**config.mk**
```make
export PLATFORM = sky130hd
export DESIGN_NAME = cidt_front
export DESIGN_NICKNAME = d
export VERILOG_FILES = /design/src/rtl/core/cidt_pkg.sv /design/src/rtl/core/cidt_front.sv
export SDC_FILE = /design/constraint.sdc
export NUM_CORES = 1
export LEC_CHECK = 0
export BUFFER_PORTS_ARGS = -buffer_cell sky130_fd_sc_hd__buf_2
export CORE_MARGIN = 2
export CORE_UTILIZATION = 50
export CTS_CLUSTER_SIZE = 24
export DETAILED_ROUTE_END_ITERATION = 8
export MAX_ROUTING_LAYER = met4
export PLACE_DENSITY = 0.91
export SYNTH_ARGS = -nofsm -noshare
export SYNTH_HDL_FRONTEND = slang
export SYNTH_SLANG_ARGS = --single-unit
```
**constraint.sdc**
```tcl
create_clock -name clock -period 5.1 [get_ports clock]
set_input_delay 0.765 -clock clock [delete_from_list [all_inputs] [get_ports clock]]
set_output_delay 0.765 -clock clock [all_outputs]
set_load 0.02 [all_outputs]
```
**src/rtl/core/cidt_pkg.sv**
```systemverilog
package cidt_pkg;

   localparam int unsigned SLOTS_DEFAULT = 4096;
   localparam int unsigned ID_W = 32;
   localparam int unsigned ARG_W = 64;
   localparam int unsigned SLOT_FIELD_W = 12;
   localparam int unsigned CSR_IDX_W = 3;
   localparam int unsigned CSR_COUNT = 6;

   typedef enum logic [2:0] {
      ACT_SET_ONE   = 3'd0,
      ACT_SET_RE    = 3'd1,
      ACT_SET_ALL   = 3'd2,
      ACT_READ      = 3'd3,
      ACT_FORK      = 3'd4,
      ACT_EXIT      = 3'd5,
      ACT_SEED      = 3'd6,
      ACT_NONE      = 3'd7
   } action_type;

   typedef enum logic [2:0] {
      CSR_USER_REAL  = 3'd0,
      CSR_USER_EFF   = 3'd1,
      CSR_USER_SAVED = 3'd2,
      CSR_GROUP_REAL = 3'd3,
      CSR_GROUP_EFF  = 3'd4,
      CSR_GROUP_SAVED = 3'd5
   } csr_index_type;

   typedef enum logic [1:0] {
      ARG_TAKE = 2'd0,
      ARG_KEEP = 2'd1,
      ARG_BAD  = 2'd2
   } arg_class_type;

   typedef enum logic [1:0] {
      BK_IDLE,
      BK_READ,
      BK_WRITE
   } back_state_type;

   typedef struct packed {
      action_type              action;
      logic                    is_group;
      logic [SLOT_FIELD_W-1:0] slot;
      logic [SLOT_FIELD_W-1:0] child;
      logic                    bad;
      arg_class_type           c1;
      arg_class_type           c2;
      arg_class_type           c3;
      logic                    wide1;
      logic [ID_W-1:0]         v1;
      logic [ID_W-1:0]         v2;
      logic [ID_W-1:0]         v3;
   } cmd_type;

   function automatic arg_class_type classify(input logic [ARG_W-1:0] v);
      priority if (v[ARG_W-1:ID_W] == '0 && v[ID_W-1:0] != '1) return ARG_TAKE;
      else if (v[ARG_W-1:ID_W] == '0 || v == '1) return ARG_KEEP;
      else return ARG_BAD;
   endfunction

endpackage

```
**src/rtl/core/cidt_front.sv**
```systemverilog
module cidt_front (
   input  logic                          clock,
   input  logic                          reset,
   input  logic                          req_start,
   output logic                          req_busy,
   input  logic [2:0]                    req_action,
   input  logic                          req_is_group,
   input  logic [cidt_pkg::SLOT_FIELD_W-1:0] req_process_slot,
   input  logic [cidt_pkg::SLOT_FIELD_W-1:0] req_child_slot,
   input  logic [cidt_pkg::ARG_W-1:0]    req_arg_first,
   input  logic [cidt_pkg::ARG_W-1:0]    req_arg_second,
   input  logic [cidt_pkg::ARG_W-1:0]    req_arg_third,
   output logic                          q_valid,
   output cidt_pkg::cmd_type             q_cmd,
   input  logic                          q_pop
);
   // two-entry queue
   cidt_pkg::cmd_type q_mem_ff [2];
   logic        wr_ptr_ff, wr_ptr_in, rd_ptr_ff, rd_ptr_in;
   logic [1:0]  cnt_ff, cnt_in;
   cidt_pkg::cmd_type cmd;
   logic        push;

   always_comb begin
      cmd.action   = cidt_pkg::action_type'(req_action);
      cmd.is_group = req_is_group;
      cmd.slot     = req_process_slot;
      cmd.child    = req_child_slot;
      cmd.c1       = cidt_pkg::classify(req_arg_first);
      cmd.c2       = cidt_pkg::classify(req_arg_second);
      cmd.c3       = cidt_pkg::classify(req_arg_third);
      cmd.wide1    = req_arg_first[cidt_pkg::ARG_W-1:cidt_pkg::ID_W] != '0;
      cmd.v1       = req_arg_first[cidt_pkg::ID_W-1:0];
      cmd.v2       = req_arg_second[cidt_pkg::ID_W-1:0];
      cmd.v3       = req_arg_third[cidt_pkg::ID_W-1:0];
      unique case (cmd.action)
         cidt_pkg::ACT_SET_ONE: cmd.bad = cmd.wide1;
         cidt_pkg::ACT_SET_RE:  cmd.bad = cmd.c1 == cidt_pkg::ARG_BAD
                                       || cmd.c2 == cidt_pkg::ARG_BAD;
         cidt_pkg::ACT_SET_ALL: cmd.bad = cmd.c1 == cidt_pkg::ARG_BAD
                                       || cmd.c2 == cidt_pkg::ARG_BAD
                                       || cmd.c3 == cidt_pkg::ARG_BAD;
         default:               cmd.bad = 1'b0;
      endcase
   end

   assign req_busy = cnt_ff == 2'd2;
   assign push     = req_start && !req_busy;
   assign q_valid  = cnt_ff != 2'd0;
   assign q_cmd    = q_mem_ff[rd_ptr_ff];

   always_comb begin
      wr_ptr_in = wr_ptr_ff ^ push;
      rd_ptr_in = rd_ptr_ff ^ (q_pop && q_valid);
      cnt_in    = cnt_ff + 2'(push) - 2'(q_pop && q_valid);
   end

   always_ff @(posedge clock) begin
      if (push) begin
         q_mem_ff[wr_ptr_ff] <= cmd;
      end
      if (reset) begin
         wr_ptr_ff <= 1'b0;
         rd_ptr_ff <= 1'b0;
         cnt_ff    <= 2'd0;
      end else begin
         wr_ptr_ff <= wr_ptr_in;
         rd_ptr_ff <= rd_ptr_in;
         cnt_ff    <= cnt_in;
      end
   end

   a_cnt_max: assert property (@(posedge clock) disable iff (reset) cnt_ff <= 2'd2)
      else $error("queue overflow");
   a_pop_valid: assert property (@(posedge clock) disable iff (reset)
      q_pop |-> q_valid) else $error("pop from empty queue");
   a_full_busy: assert property (@(posedge clock) disable iff (reset)
      cnt_ff == 2'd2 |-> req_busy) else $error("full queue not busy");
endmodule

```
==> impl_metrics.tcl <==
set metrics [dict create \
    fin_nets 1146 \
    grt_use_total_pct 22.2 \
    worstHoldPathCells 1 \
    synthCells 545 \
    drive_gt1_share_pct 49.4 \
    drc_errors 0 \
    fp.coreArea_sq_mm 0.0204 \
    gp_congestion 0.895 \
    yosys.area.top_type_share_pct 76.1 \
    fillers 1373 \
    combPwrFrac_pct 25.0 \
    cts_num_sinks 268 \
    max_freq_mhz 301 \
    hp-class "primary input to flip-flop" \
    hold_buffers 0 \
    area_growth_pct 28.5 \
    synth_area_leaders "edfxtp_1 (76%), mux2_1 (7.9%), mux2_2 (6.4%)" \
    cts_resized 0 \
    synth_edf_count 264 \
    die_w_microns 148 \
    final_area_sq_mm 0.0134 \
    dp_slack_ps 2340 \
    grt_pass1_vias 6938 \
    pwr-share-seq_pct 45.7 \
    ys.flop_type "edfxtp_1" \
    htree_levels 1 \
    synth.most_common_cell "edfxtp_1" \
    power.internal_mw 4.52 \
    grt_first_pass_wirelength_mm 36.6 \
    synth_common_cells "edfxtp_1 (264), mux2_1 (73), mux2_2 (59)" \
    synth_nets 773 \
    dp_hpwl_mm 17.6 \
    ys_seq_area_share_pct 76.9 \
    fp.dieArea_sq_mm 0.0220 \
    clk_latency_ps 520 \
    cp.required_ps 4340 \
    start_util_pct 51.1 \
    wl_per_cell_microns 20.6 \
    cap_violations 0 \
    dp_cells 1160 \
    outcome "completed" \
    hold_viol 0 \
    clock-skew-final_ps 16.1 \
    tritoncts "yes" \
    p_clk_share_pct 29.3 \
    cp-start-kind "flip-flop" \
    r2r_cells 5 \
    p_switching_mw 1.88 \
    drv_slew 0 \
    min_period_ps 3330 \
    num_vias 6779 \
    antenna_found_initial 5 \
    synth_top_area_cell "edfxtp_1" \
    fin_util_pct 65.7 \
    clk_path_buf_depth 3 \
    whs_ps 427 \
    end_kind "output pin" \
    synth-async-reset-ratio_pct 0 \
    drt-total-wl_mm 24.9 \
    ys_types 25 \
    fin_crit_sh_pct 65.2 \
    numCtsBuffers 26 \
    rsz0062_at_grt "false" \
    power_density_mw_per_mm2 478 \
    drtPass1Iterations 6 \
    avgSynthCellArea_sq_um 19.1 \
    grt.overflow.total 0 \
    max_slew.worst_pin.slew_ps 965 \
    power_mw 6.40 \
    fin_setup_tns_ps 0 \
    grt_max_degree 77 \
    drt_iter0_drc 396 \
    swShare_pct 29.4 \
    layout.cells.non_filler 1211 \
    place_area_sq_mm 0.0125 \
    timing.final.ws_setup_ps 1770 \
    path_class "flip-flop to output pin" \
    ir_worst_vdd_uv 331 \
    syn_area_sq_mm 0.0104 \
    cts_setup_buffers 0 \
    setup_viol 0 \
    root_buffer "clkbuf_16" \
    cp_max_fo 68 \
    clk_pin_slew_ps 60 \
    postRouteAntennaNets 0 \
    via_per_inst 5.60 \
    place.port_buffers 357 \
    die_y_microns 148 \
    top_level_ports 358 \
    num_rows 52 \
    yosysWarnings 0 \
    relSlewSlack_pct 35.7 \
    ys_ff_latch 268 \
    leakage_nw 4.94 \
    worstPathArrival_ps 2560 \
]
[final cells by class]
class	count	area, sq um	share of cell area (%)
clock inverter	11	129	0.963
sequential	268	8010	59.9
antenna	5	12.5	0.0935
clock buffer	35	706	5.27
inverter	8	30.0	0.224
tap	270	338	2.52
timing repair buffer	360	1850	13.8
multi-input combinational	254	2310	17.3
[worst max-delay path: stages (launching register included)]
cell and delay (ps):
dfxtp_4 950, buf_12 400, mux2_2 380, buf_2 170
[routing by layer]
layer / vias to the layer above / share of wire [%] / global-route usage, %
li1: 3001 / - / -
met3: 109 / 7.6 / 4.48
met2: 392 / 50 / 37.1
met5: - / 0 / -
met1: 3277 / 37 / 26.0
met4: 0 / 5.1 / 10.9
[power by group through the flow]
stage,combinational (mW),clock [mW],sequential [mW]
global placement,1.58,0,2.96
detailed placement,1.61,0,2.97
global route,1.70,2.00,2.95
floorplan,1.09,0,2.92
CTS,1.62,1.92,2.93
finish,1.60,1.88,2.92
[worst paths after layout]
path	endpoint	startpoint	slack, ps
max	q_cmd[35]	rd_ptr_ff	1770
min	q_mem_ff[1][104]	req_child_slot[0]	430
max reg2reg	q_mem_ff[0][41]	cnt_ff[0]	2790
min reg2reg	cnt_ff[1]	cnt_ff[1]	610
[layout by cell type (no fill, tap or decap), drive strengths merged]
cell	synthesis	routed
a2111oi	1	1
a21o	1	1
and2	1	1
and4	1	1
buf	14	360
bufinv	0	3
clkbuf	1	35
clkinv	0	7
clkinvlp	0	1
dfxtp	4	4
diode	0	5
edfxtp	264	264
ha	4	4
inv	8	8
mux2	132	132
nand2	7	7
nand2b	1	1
nand4	54	54
nor2	7	7
nor2b	1	1
nor3	1	1
nor4	36	36
o22ai	3	3
or2	1	1
xnor2	2	2
xor2	1	1
[flip-flops by register name (all words and copies together) (netlist names)]
name,flops
q_mem_ff,264
rd_ptr_ff,1
cnt_ff,2
wr_ptr_ff,1
[kinds of logic (layout without fill, tap and decap cells)]
logic type               after synthesis  count (layout)  synth area share [%]
XOR/XNOR                               3               3                 0.252
other                                  0               5                     0
buffers and inverters                 23             414                  1.17
AO/OA/AOI/OAI                          5               5                 0.577
adder cells (fa/ha/maj)                4               4                 0.481
multiplexers                         132             132                  14.3
AND/OR/NAND/NOR                      110             110                  6.34
flip-flops                           268             268                  76.9
Note: power is estimated with default switching activity, not from simulation.
